[src/rtl/mps_pkg.sv]
// ----------------------------------------------------------------------------
// mps_pkg
// Types, codes and pulse tables shared by the motor pulse sequencer.
// ----------------------------------------------------------------------------
`timescale 1ns / 1ps

package mps_pkg;

	// pulse phase
	typedef enum logic [1:0] {
		PH_IDLE  = 2'd0,
		PH_ON    = 2'd1,
		PH_COAST = 2'd2
	} phase_t;

	// operation codes
	typedef enum logic [1:0] {
		OP_FIRE  = 2'd0,
		OP_ABORT = 2'd1,
		OP_TICK  = 2'd2
	} op_t;

	// register indexes (byte address bit 2)
	localparam logic REG_DUTY_LIMIT = 1'b0;
	localparam logic REG_COAST_TIME = 1'b1;

	localparam logic [14:0] DUTY_LIMIT_RST = 15'd1000;
	localparam logic [15:0] COAST_TIME_RST = 16'd500;

	// usable entries per axis table, and entries actually stored
	localparam logic [4:0] TABLE_LENGTH   = 5'd8;
	localparam logic [4:0] STORED_ENTRIES = 5'd8;

	localparam logic [15:0] LUT_DUTY [2][8] = '{
		'{16'd160, 16'd220, 16'd300, 16'd400, 16'd520, 16'd700, 16'd920, 16'd1200},
		'{16'd180, 16'd240, 16'd320, 16'd420, 16'd560, 16'd740, 16'd980, 16'd1280}
	};
	localparam logic [15:0] LUT_ON [2][8] = '{
		'{16'd2000, 16'd2000, 16'd3000, 16'd3000, 16'd4000, 16'd5000, 16'd7000, 16'd10000},
		'{16'd2000, 16'd2000, 16'd3000, 16'd3000, 16'd4000, 16'd5000, 16'd7000, 16'd10000}
	};

	typedef struct packed {
		logic [1:0]        operation;
		logic              axis;
		logic signed [1:0] sign;
		logic [3:0]        index;
	} item_t;

	typedef struct packed {
		logic [14:0] duty_limit;
		logic [15:0] coast_time;
	} cfg_t;

	typedef struct packed {
		logic               rejected;
		logic               drive_write;
		logic               drive_axis;
		logic signed [15:0] drive_duty;
		logic               busy_res;
	} res_t;

endpackage

[src/rtl/mps_regs.sv]
// ----------------------------------------------------------------------------
// mps_regs
// APB configuration registers: duty limit and coast time.
// ----------------------------------------------------------------------------
`timescale 1ns / 1ps

module mps_regs (
	input  logic          clk,
	input  logic          arst_n,
	input  logic          psel,
	input  logic          penable,
	input  logic          pwrite,
	input  logic [2:0]    paddr,
	input  logic [31:0]   pwdata,
	output logic [31:0]   prdata,
	output logic          pready,
	output mps_pkg::cfg_t cfg
);

	logic [14:0] duty_limit_q;
	logic [15:0] coast_time_q;
	logic        wr_en;

	assign pready = 1'b1;
	assign wr_en  = psel && penable && pwrite;

	// register write on the access cycle
	always_ff @(posedge clk or negedge arst_n) begin
		if (!arst_n) begin
			duty_limit_q <= mps_pkg::DUTY_LIMIT_RST;
			coast_time_q <= mps_pkg::COAST_TIME_RST;
		end else if (wr_en) begin
			case (paddr[2])
				mps_pkg::REG_DUTY_LIMIT: duty_limit_q <= pwdata[14:0];
				mps_pkg::REG_COAST_TIME: coast_time_q <= pwdata[15:0];
				default: ;
			endcase
		end
	end

	// read back; low address bits are don't-care
	always_comb begin
		case (paddr[2])
			mps_pkg::REG_DUTY_LIMIT: prdata = {17'd0, duty_limit_q};
			mps_pkg::REG_COAST_TIME: prdata = {16'd0, coast_time_q};
			default:                 prdata = 32'd0;
		endcase
	end

	assign cfg.duty_limit = duty_limit_q;
	assign cfg.coast_time = coast_time_q;

endmodule

[src/rtl/mps_core.sv]
// ----------------------------------------------------------------------------
// mps_core
// Pulse state and the step logic: fire, abort and tick handling.
// ----------------------------------------------------------------------------
`timescale 1ns / 1ps

module mps_core (
	input  logic           clk,
	input  logic           arst_n,
	input  logic           step,
	input  mps_pkg::item_t item,
	input  mps_pkg::cfg_t  cfg,
	output mps_pkg::res_t  res
);

	mps_pkg::phase_t phase_q, phase_d;
	logic            pulse_axis_q, pulse_axis_d;
	logic [15:0]     rem_q, rem_d;

	logic [15:0] tbl_duty, tbl_on, duty_mag, duty_signed;
	logic [15:0] rem_dec, coast_load;
	logic        fire_bad;

	// table lookup, clamp to 1..duty_limit, apply sign
	always_comb begin
		tbl_duty = mps_pkg::LUT_DUTY[item.axis][item.index[2:0]];
		tbl_on   = mps_pkg::LUT_ON[item.axis][item.index[2:0]];
		duty_mag = (tbl_duty == 16'd0) ? 16'd1 : tbl_duty;
		if (duty_mag > {1'b0, cfg.duty_limit})
			duty_mag = {1'b0, cfg.duty_limit};
		duty_signed = item.sign[1] ? 16'(16'd0 - duty_mag) : duty_mag;
	end

	assign fire_bad = ({1'b0, item.index} >= mps_pkg::TABLE_LENGTH)
		|| ({1'b0, item.index} >= mps_pkg::STORED_ENTRIES)
		|| (phase_q != mps_pkg::PH_IDLE)
		|| (item.sign == 2'sd0);

	assign rem_dec    = (rem_q != 16'd0) ? 16'(rem_q - 16'd1) : rem_q;
	assign coast_load = (cfg.coast_time == 16'd0) ? 16'd1 : cfg.coast_time;

	// next state and result of one step
	always_comb begin
		phase_d         = phase_q;
		pulse_axis_d    = pulse_axis_q;
		rem_d           = rem_q;
		res.rejected    = 1'b0;
		res.drive_write = 1'b0;
		res.drive_axis  = 1'b0;
		res.drive_duty  = 16'sd0;
		case (mps_pkg::op_t'(item.operation))
			mps_pkg::OP_FIRE: begin
				if (fire_bad) begin
					res.rejected = 1'b1;
				end else begin
					pulse_axis_d    = item.axis;
					rem_d           = (tbl_on == 16'd0) ? 16'd1 : tbl_on;
					phase_d         = mps_pkg::PH_ON;
					res.drive_write = 1'b1;
					res.drive_axis  = item.axis;
					res.drive_duty  = duty_signed;
				end
			end
			mps_pkg::OP_ABORT: begin
				if (phase_q != mps_pkg::PH_IDLE) begin
					res.drive_write = 1'b1;
					res.drive_axis  = pulse_axis_q;
					phase_d         = mps_pkg::PH_IDLE;
					rem_d           = 16'd0;
				end
			end
			mps_pkg::OP_TICK: begin
				if (phase_q != mps_pkg::PH_IDLE) begin
					rem_d = rem_dec;
					if (phase_q == mps_pkg::PH_ON) begin
						// on-time over: stop drive, start coast
						if (rem_dec == 16'd0) begin
							res.drive_write = 1'b1;
							res.drive_axis  = pulse_axis_q;
							phase_d         = mps_pkg::PH_COAST;
							rem_d           = coast_load;
						end
					end else if (rem_dec == 16'd0) begin
						phase_d = mps_pkg::PH_IDLE;
					end
				end
			end
			default: ;
		endcase
		res.busy_res = (phase_d != mps_pkg::PH_IDLE);
	end

	// state update when the staged beat is consumed
	always_ff @(posedge clk or negedge arst_n) begin
		if (!arst_n) begin
			phase_q      <= mps_pkg::PH_IDLE;
			pulse_axis_q <= 1'b0;
			rem_q        <= 16'd0;
		end else if (step) begin
			phase_q      <= phase_d;
			pulse_axis_q <= pulse_axis_d;
			rem_q        <= rem_d;
		end
	end

endmodule

[src/rtl/motor_pulse_sequencer.sv]
// Path: an accepted input beat is held in the input register, its result in the result register.
// Throughput: one input beat per cycle while results are taken; a stalled result
//   holds the result register, and the input register takes one more beat before
//   in_ready drops.
// Reset: arst_n clears pulse state to idle and restores the register defaults.
// ----------------------------------------------------------------------------
// motor_pulse_sequencer
// Timed motor drive pulse sequencer with APB configuration.
// ----------------------------------------------------------------------------
`timescale 1ns / 1ps

module motor_pulse_sequencer (
	input  logic               clk,
	input  logic               arst_n,
	// APB configuration
	input  logic               psel,
	input  logic               penable,
	input  logic               pwrite,
	input  logic [2:0]         paddr,
	input  logic [31:0]        pwdata,
	output logic [31:0]        prdata,
	output logic               pready,
	// input channel
	input  logic               in_valid,
	output logic               in_ready,
	input  logic [1:0]         operation,
	input  logic               axis,
	input  logic signed [1:0]  sign,
	input  logic [3:0]         index,
	// result channel
	output logic               out_valid,
	input  logic               out_ready,
	output logic               rejected,
	output logic               drive_write,
	output logic               drive_axis,
	output logic signed [15:0] drive_duty,
	output logic               busy_res
);

	mps_pkg::cfg_t  cfg;
	mps_pkg::item_t item_s1;
	mps_pkg::res_t  res_comb, res_s2;
	logic           vld_s1, vld_s2;
	logic           adv_s2, step;

	mps_regs u_regs (
		.clk     (clk),
		.arst_n  (arst_n),
		.psel    (psel),
		.penable (penable),
		.pwrite  (pwrite),
		.paddr   (paddr),
		.pwdata  (pwdata),
		.prdata  (prdata),
		.pready  (pready),
		.cfg     (cfg)
	);

	// handshake: result stage frees when empty or taken
	assign adv_s2   = !vld_s2 || out_ready;
	assign step     = vld_s1 && adv_s2;
	assign in_ready = !vld_s1 || adv_s2;

	// input register
	always_ff @(posedge clk or negedge arst_n) begin
		if (!arst_n) begin
			vld_s1 <= 1'b0;
		end else if (in_ready) begin
			vld_s1 <= in_valid;
		end
	end

	always_ff @(posedge clk) begin
		if (in_valid && in_ready) begin
			item_s1.operation <= operation;
			item_s1.axis      <= axis;
			item_s1.sign      <= sign;
			item_s1.index     <= index;
		end
	end

	mps_core u_core (
		.clk    (clk),
		.arst_n (arst_n),
		.step   (step),
		.item   (item_s1),
		.cfg    (cfg),
		.res    (res_comb)
	);

	// result register
	always_ff @(posedge clk or negedge arst_n) begin
		if (!arst_n) begin
			vld_s2 <= 1'b0;
		end else if (adv_s2) begin
			vld_s2 <= vld_s1;
		end
	end

	always_ff @(posedge clk) begin
		if (step) begin
			res_s2 <= res_comb;
		end
	end

	assign out_valid   = vld_s2;
	assign rejected    = res_s2.rejected;
	assign drive_write = res_s2.drive_write;
	assign drive_axis  = res_s2.drive_axis;
	assign drive_duty  = res_s2.drive_duty;
	assign busy_res    = res_s2.busy_res;

endmodule

[config.mk]
export PLATFORM = sky130hd
export DESIGN_NAME = motor_pulse_sequencer
export DESIGN_NICKNAME = d
export VERILOG_FILES = /design/src/rtl/mps_pkg.sv /design/src/rtl/mps_regs.sv /design/src/rtl/mps_core.sv /design/src/rtl/motor_pulse_sequencer.sv
export SDC_FILE = /design/constraint.sdc
export NUM_CORES = 1
export LEC_CHECK = 0
export BUFFER_PORTS_ARGS = -buffer_cell sky130_fd_sc_hd__clkbuf_2
export CELL_PAD_IN_SITES_DETAIL_PLACEMENT = 2
export CELL_PAD_IN_SITES_GLOBAL_PLACEMENT = 2
export CORE_ASPECT_RATIO = 1.5
export CORE_UTILIZATION = 25
export DETAILED_ROUTE_END_ITERATION = 8
export PLACE_DENSITY = 0.71
export REMOVE_ABC_BUFFERS = 1
export SETUP_SLACK_MARGIN = 0.4
export SYNTH_ARGS = -nofsm -noshare
export SYNTH_HDL_FRONTEND = slang
export SYNTH_SLANG_ARGS = --single-unit
[constraint.sdc]
create_clock -name clk -period 6.45 [get_ports clk]
set_input_delay 1.29 -clock clk [delete_from_list [all_inputs] [get_ports clk]]
set_output_delay 1.29 -clock clk [all_outputs]
set_load 0.02 [all_outputs]
# ---- After elaboration in Yosys (flattened, before gate mapping)
# Cells that the tools add are included.
dict set report word_totals {
  register_bits 81
  input_bits 51
  output_inout_bits 55
  word_cells 96
}
dict set report classes {
  add_sub_neg 2
  magnitude_cmp 4
  n_eq_ne 6
  muxes 38
  n_bitwise 5
  reduce_logical 25
}
# cell count
set ops {}
lappend ops {{2-to-1 mux 128 bit} 4}
lappend ops {{2-to-1 mux 16 bit} 15}
lappend ops {{2-to-1 mux 117 bit} 1}
lappend ops {{binary-select mux 16 bit (select 3 bit)} 2}
lappend ops {{zero test 16 bit} 4}
lappend ops {{case mux 32 bit (2 select lines)} 1}
lappend ops {{case mux 16 bit (3 select lines)} 1}
lappend ops {{2-to-1 mux 2 bit} 10}
lappend ops {{2-to-1 mux 18 bit} 1}
lappend ops {{> comparator 16 x 15 -> 1 bit} 1}
lappend ops {{nonzero test 16 bit} 1}
lappend ops {{subtractor 1 x 16 -> 16 bit, first input constant} 1}
lappend ops {{subtractor 16 x 1 -> 16 bit, second input constant} 1}
lappend ops {{case mux 2 bit (3 select lines)} 2}
lappend ops {{greater-or-equal comparator 4 bit, second input constant} 2}
lappend ops {{AND reduction 5 bit} 1}
lappend ops {{== test 2 x 1 -> 1 bit, second input constant} 2}
lappend ops {{logical AND 1 bit} 4}
lappend ops {{zero test 2 bit} 2}
lappend ops {{logical OR 1 bit} 4}
lappend ops {{!= test 2 x 1 -> 1 bit, second input constant} 2}
lappend ops {{inverter 3 -> 4 bit} 1}
lappend ops {{AND reduction 2 bit} 2}
lappend ops {{nonzero test 2 bit} 2}
lappend ops {{10 further kinds} 13}

# ---- Depth between registers and ports, before layout
dict set report logic_depth {
  ltp_word 15
  ltp_mapped 22
  depth_no_buf 20
}

# ---- Cells and area by module
# From an unflattened synthesis, not the netlist that was laid out.
dict set report unflattened {
  hier_cells 558
  area_unflattened_um2 5605.4
}
# module instances cells_per_inst area_per_inst_um2 seq_area_each_um2
set by_module_without_submodules {}
lappend by_module_without_submodules {mps_core 1 418 3056.7 475.5}
lappend by_module_without_submodules {mps_regs 1 103 1574.0 790.8}
lappend by_module_without_submodules {motor_pulse_sequencer 1 37 974.7 920.9}

# ---- Least setup slack after synthesis
# Ideal clock, no wire load.
dict set report synth_path {
  path_kind {reg2reg}
  start {register item_s1[0] in the netlist's numbering}
  end {register res_s2, in the netlist drive_duty[4], data pin}
  setup_ps 266
  arrival_time_ps 4684
  t_required_ps 6184
  slack_ps 1500
  path_stages_with_launch 20
  n_path_buf 1
  period_less_slack_ps 4950
  path_cell_list {edfxtp_1 inv_1 ha_1 and3b_1 o21ai_1 a2111oi_0 and2_1 inv_1 ha_1 nor3b_1 o21ai_0 a21oi_1 o21ai_1 clkbuf_1 mux2i_1 ha_1 or3b_2 o211ai_1 xnor2_1 nor2_1}
}
dict set report synth_via {
  elab_chain_cells 10
}
# item line_no
set synth_rtl {}
lappend synth_rtl {{from (decl)} motor_pulse_sequencer.sv:41} ;# mps_pkg::item_t item_s1;
lappend synth_rtl {{inverter 3 -> 4 bit (not written as such)} mps_core.sv:26} ;# tbl_duty = mps_pkg::LUT_DUTY[item.axis][item.index[2:0]];
lappend synth_rtl {{binary-select mux 16 bit (select 3 bit)} mps_core.sv:26}
lappend synth_rtl {{2-to-1 mux 16 bit (not written as such) (2 in series)} mps_core.sv:26}
lappend synth_rtl {{zero test 16 bit} mps_core.sv:28} ;# duty_mag = (tbl_duty == 16'd0) ? 16'd1 : tbl_duty;
lappend synth_rtl {{2-to-1 mux 16 bit} mps_core.sv:28}
lappend synth_rtl {{> comparator 16 x 15 -> 1 bit} mps_core.sv:29} ;# if (duty_mag > {1'b0, cfg.duty_limit})
lappend synth_rtl {{2-to-1 mux 16 bit} mps_core.sv:29}
lappend synth_rtl {{subtractor 1 x 16 -> 16 bit} mps_core.sv:31} ;# duty_signed = item.sign[1] ? 16'(16'd0 - duty_mag) : duty_mag;
lappend synth_rtl {{2-to-1 mux 16 bit} mps_core.sv:31}
lappend synth_rtl {{to (signal assigned)} motor_pulse_sequencer.sv:102} ;# res_s2 <= res_comb;
lappend synth_rtl {{to (decl)} motor_pulse_sequencer.sv:42} ;# mps_pkg::res_t res_comb, res_s2;
# Several ways; a longest one is shown, not always the timed one. The select of a mux whose other input is x is not followed.
# A chain may end at the register's enable or synchronous reset.

# ---- Worst setup path in the final report
# Same ends and word-level chain as after synthesis.

==> qor.tcl <==
set qor(fin_crit_ns) 5.554
set qor(number_of_synthesized_flops_with_an_enable_pin) 29
set qor(cp_max_fo) 12
set qor(hpwlAfterDp_um) 15020
set qor(synth.yosys.seq_area_share_pct) 39.11
set qor(rsz0062_at_grt) {no}
set qor(timing.critical_path.required_ns) 6.53
set qor(area.growth.synth_to_final_pct) 15.55
set qor(timing.final.crit_share_pct) 86.10
set qor(power.density_nw_per_um2) 326.7
set qor(ctsHoldBuffers) 0
set qor(worst-endpoint-arrival_ns) 5.64
set qor(hold_end) {u_regs.duty_limit_q[13]}
set qor(met2_wirelength_um) 10800
set qor(share_of_async_settable_or_async_resettable_flops_after_synthesis_pct) 64.20
set qor(h_tree_lvl_count) 3
set qor(filler_cell_count) 2497
set qor(cts_num_sinks) 81
set qor(finish.net_count) 718
set qor(drt_pass1_iterations) 4
set qor(tritoncts) {yes}
set qor(drv_slew) 0
set qor(met3WireLength_um) 403
set qor(yosys.cell_types.count) 75
set qor(drt-met1-wl_um) 7137
set qor(yosys_warnings) 0
set qor(weighted_congestion_at_the_end_of_routability_driven_global_placement) 0.8751
set qor(share_of_layout_cells_above_drive_strength_1_pct) 25.39
set qor(antenna_cells) 0
set qor(outcome) {finished, final reports clean}
set qor(postSynthRegisterBits) 81
set qor(drt_first_iter_violations) 145
set qor(floorplan.initialDensity_pct) 25.65
set qor(worst_case_clock_skew_ns) 0.009413
set qor(grt_antenna_before_repair) 0
set qor(ir_worst_vdd_v) 0.0001391
set qor(route.detailed.drc) 0
set qor(globalRouteTotalUtil_pct) 17.86
set qor(pin_count_of_the_biggest_net_entering_global_routing) 53
set qor(viasPerCell) 5.297
set qor(clock_network_latency_to_the_later_pin_of_the_worst_skew_pair_ns) 0.35
set qor(timing_hold_violations_final) 0
set qor(crit_path_start_kind) {flop}
set qor(setup_viol_count_final) 0
set qor(relative_max_transition_margin_pct) 36.25
set qor(fp.dieW_um) 124.1
set qor(final_layout_setup_total_negative_slack_ns) 0
set qor(io_buffers) 70
set qor(clk_pin_slew_worst_paths_ns) 0.06
set qor(gate_count_post_synth) 580
set qor(synth_ff_type) {sky130_fd_sc_hd__dfrtp_1}
set qor(fp.coreArea_um2) 21800
set qor(synth_area_per_cell_um2) 9.643
set qor(timing.setup.critical_path_class) {flop to flop}
set qor(worst_slew_pin_slew_ns) 0.9512
set qor(via_count_of_the_first_global_routing_pass) 5471
set qor(max_freq_ghz) 0.1801
set qor(worst_hold_path.num_cells) 1
set qor(r2r_slack_ns) 0.90
set qor(die-area_um2) 22990
set qor(fp-row-count) 66
set qor(crit-reg2reg-capture) {drive_duty[4]}
set qor(timing.hold.worst.start) {u_regs.duty_limit_q[13]}
set qor(worst_reg2reg_startpoint) {item_s1[0]}
set qor(wl_per_cell_um) 20.94
set qor(maxCapViolations) 0
set qor(detail-route-antenna-nets) 0
set qor(rr_worst_depth) 20
set qor(grt_pass1_wl_um) 30770
set qor(clock_tree.root_cell) {sky130_fd_sc_hd__clkbuf_16}
set qor(post-layout-total-power_mw) 2.111
set qor(cell_area_synth_um2) 5593
set qor(worstHoldPathType) {flop to flop}
set qor(routed_wl_um) 19230
set qor(top_signal_layer_used) {met4}
set qor(io_pins) 106
set qor(leakage_nw) 2.645
set qor(cts_buffer_depth) 2
set qor(cp-end-kind) {flop}
set qor(floorplan.die.height_um) 185.2
set qor(cts_made_buffers) 9
set qor(grt_overflow) 0
set qor(via_count) 4863
## synthesized netlist by cell type, types with 3 or more instances
master / number / area, um2
sky130_fd_sc_hd__ha_1: 26 / 325.3
sky130_fd_sc_hd__nand3_1: 15 / 75.07
sky130_fd_sc_hd__a21o_1: 5 / 37.54
sky130_fd_sc_hd__nand2b_1: 8 / 50.05
sky130_fd_sc_hd__nor2b_1: 7 / 43.79
sky130_fd_sc_hd__and2_1: 9 / 56.30
sky130_fd_sc_hd__o21a_1: 4 / 30.03
sky130_fd_sc_hd__o2111ai_1: 6 / 52.55
sky130_fd_sc_hd__o221ai_1: 3 / 26.28
sky130_fd_sc_hd__a21oi_1: 29 / 145.1
sky130_fd_sc_hd__or3_1: 3 / 18.77
sky130_fd_sc_hd__a211oi_1: 7 / 52.55
sky130_fd_sc_hd__nor3_1: 17 / 85.08
sky130_fd_sc_hd__o22ai_1: 3 / 18.77
sky130_fd_sc_hd__o211ai_1: 10 / 75.07
sky130_fd_sc_hd__clkbuf_1: 20 / 75.07
sky130_fd_sc_hd__nand4_1: 11 / 68.82
sky130_fd_sc_hd__mux2_2: 37 / 416.7
sky130_fd_sc_hd__o21ai_1: 9 / 45.04
sky130_fd_sc_hd__nor3b_1: 5 / 37.54
sky130_fd_sc_hd__nor2_1: 37 / 138.9
sky130_fd_sc_hd__edfxtp_1: 29 / 870.8
sky130_fd_sc_hd__o31ai_1: 3 / 22.52
sky130_fd_sc_hd__o311ai_1: 3 / 26.28
sky130_fd_sc_hd__xnor2_1: 8 / 70.07
sky130_fd_sc_hd__buf_2: 4 / 20.02
sky130_fd_sc_hd__a31oi_1: 10 / 62.56
sky130_fd_sc_hd__buf_4: 17 / 127.6
sky130_fd_sc_hd__dfrtp_1: 40 / 1001
sky130_fd_sc_hd__mux2i_1: 16 / 160.2
sky130_fd_sc_hd__dfstp_2: 12 / 315.3
sky130_fd_sc_hd__nor4_1: 5 / 31.28
sky130_fd_sc_hd__inv_1: 26 / 97.59
sky130_fd_sc_hd__nand4b_1: 4 / 35.03
sky130_fd_sc_hd__o21ai_0: 27 / 135.1
sky130_fd_sc_hd__a2111oi_0: 3 / 26.28
sky130_fd_sc_hd__nand3b_1: 5 / 37.54
sky130_fd_sc_hd__nand2_1: 44 / 165.2
sky130_fd_sc_hd__or4_1: 3 / 22.52
## per-stage QoR
| stage | hold WS, ns | util, % | std cells | worst slack [ns] | instance area [um2] |
|---|---|---|---|---|---|
| 3_5_place_dp | 0.5262 | 28.29 | 902 | 0.7774 | 6167 |
| 5_1_grt | 0.5547 | 29.64 | 918 | 0.4787 | 6462 |
| 2_1_floorplan | 0.4741 | - | 550 | 1.451 | 5396 |
| 4_1_cts | 0.5391 | 29.59 | 918 | 0.7416 | 6450 |
| 6_report | 0.5340 | 29.64 | 918 | 0.8963 | 6462 |
| 3_3_place_gp | 0.4968 | 28.29 | 902 | 0.9818 | 6167 |
## cell usage in the layout, fill, tap and decap left out, drive strengths merged, types with 10 or more instances in the layout
master  count
nand3      16
dfrtp      40
buf        10
a21oi      31
nor2       37
a31oi      10
mux2i      16
inv        28
nand2      44
edfxtp     29
nor3       18
nand4      11
o211ai     10
ha         26
clkbuf     82
o21ai      36
mux2       39
conb       17
dfstp      12
## cell type report
class / count / area, um2 / share of cell area (%)
Clock inverter: 4 / 26.28 / 0.4066
Multi-Input combinational cell: 442 / 3126 / 48.36
Inverter: 27 / 101.3 / 1.568
Timing Repair Buffer: 80 / 425.4 / 6.583
Sequential cell: 81 / 2187 / 33.84
Tap cell: 272 / 340.3 / 5.266
Clock buffer: 12 / 256.5 / 3.969
## cell families (layout without fill, tap and decap cells)
group | Yosys count | count (layout) | synth area share (%)
AND/OR/NAND/NOR | 191 | 191 | 19.06
buffers and inverters | 72 | 123 | 6.331
flip-flops | 81 | 81 | 39.11
adder cells (fa/ha/maj) | 26 | 26 | 5.817
AO/OA/AOI/OAI | 143 | 143 | 17.27
multiplexers | 55 | 55 | 10.72
XOR/XNOR | 10 | 10 | 1.566
other | 2 | 17 | 0.1343
## sequential cells by signal, summed over array words and instances, names as in the netlist, 2 cells and up
name and count:
drive_duty 16, item_s1 9, u_core.phase_q 2, u_core.rem_q 16
u_regs.coast_time_q 16, u_regs.duty_limit_q 15
## what timing repair did
action | in CTS | in global routing
buffers inserted | 0 | 0
endpoints found under the setup margin | 0 | 1
resized for setup | 0 | 1
## worst max-delay path by stage
| stage | startpoint | end | slack [ns] | cells after the start |
|---|---|---|---|---|
| 5_1_grt | item_s1[0] | drive_duty[4] | 0.48 | 20 |
| 3_3_place_gp | item_s1[0] | drive_duty[4] | 0.98 | 20 |
| 3_5_place_dp | item_s1[0] | drive_duty[4] | 0.78 | 20 |
| 6_report | item_s1[0] | drive_duty[4] | 0.90 | 20 |
| 4_1_cts | item_s1[0] | drive_duty[4] | 0.74 | 20 |
| 2_1_floorplan | item_s1[0] | drive_duty[4] | 1.45 | 18 |
## routing by layer
metal	GRT usage [%]	vias to the layer above
met5	0	-
met4	10.05	0
met3	2.525	44
met2	33.64	103
met1	18.34	2462
li1	-	2254
## where the power goes
group,internal (mW),leakage (nW),switching [mW]
Sequential,0.654,0.901,0.157
Clock,0.282,0.139,0.219
Combinational,0.300,1.60,0.498
Total,1.24,2.64,0.875
## worst max-delay path, stage by stage, from the launching register on
cell                        delay, ns
sky130_fd_sc_hd__edfxtp_1        0.62
sky130_fd_sc_hd__inv_1           0.25
sky130_fd_sc_hd__ha_1            0.41
sky130_fd_sc_hd__mux2i_1         0.17
sky130_fd_sc_hd__o211ai_1        0.30
sky130_fd_sc_hd__a2111oi_4       0.55
sky130_fd_sc_hd__and2_1          0.28
sky130_fd_sc_hd__inv_1           0.08
sky130_fd_sc_hd__ha_1            0.29
sky130_fd_sc_hd__nand4b_1        0.10
sky130_fd_sc_hd__nor2_1          0.13
sky130_fd_sc_hd__a211oi_2        0.08
sky130_fd_sc_hd__buf_4           0.18
sky130_fd_sc_hd__o21ai_1         0.08
sky130_fd_sc_hd__buf_4           0.26
sky130_fd_sc_hd__mux2i_1         0.28
sky130_fd_sc_hd__ha_1            0.35
sky130_fd_sc_hd__or3b_2          0.48
sky130_fd_sc_hd__o211ai_1        0.19
sky130_fd_sc_hd__xnor2_1         0.14
sky130_fd_sc_hd__nor2_1          0.05
(Power assumes the default switching activity.)
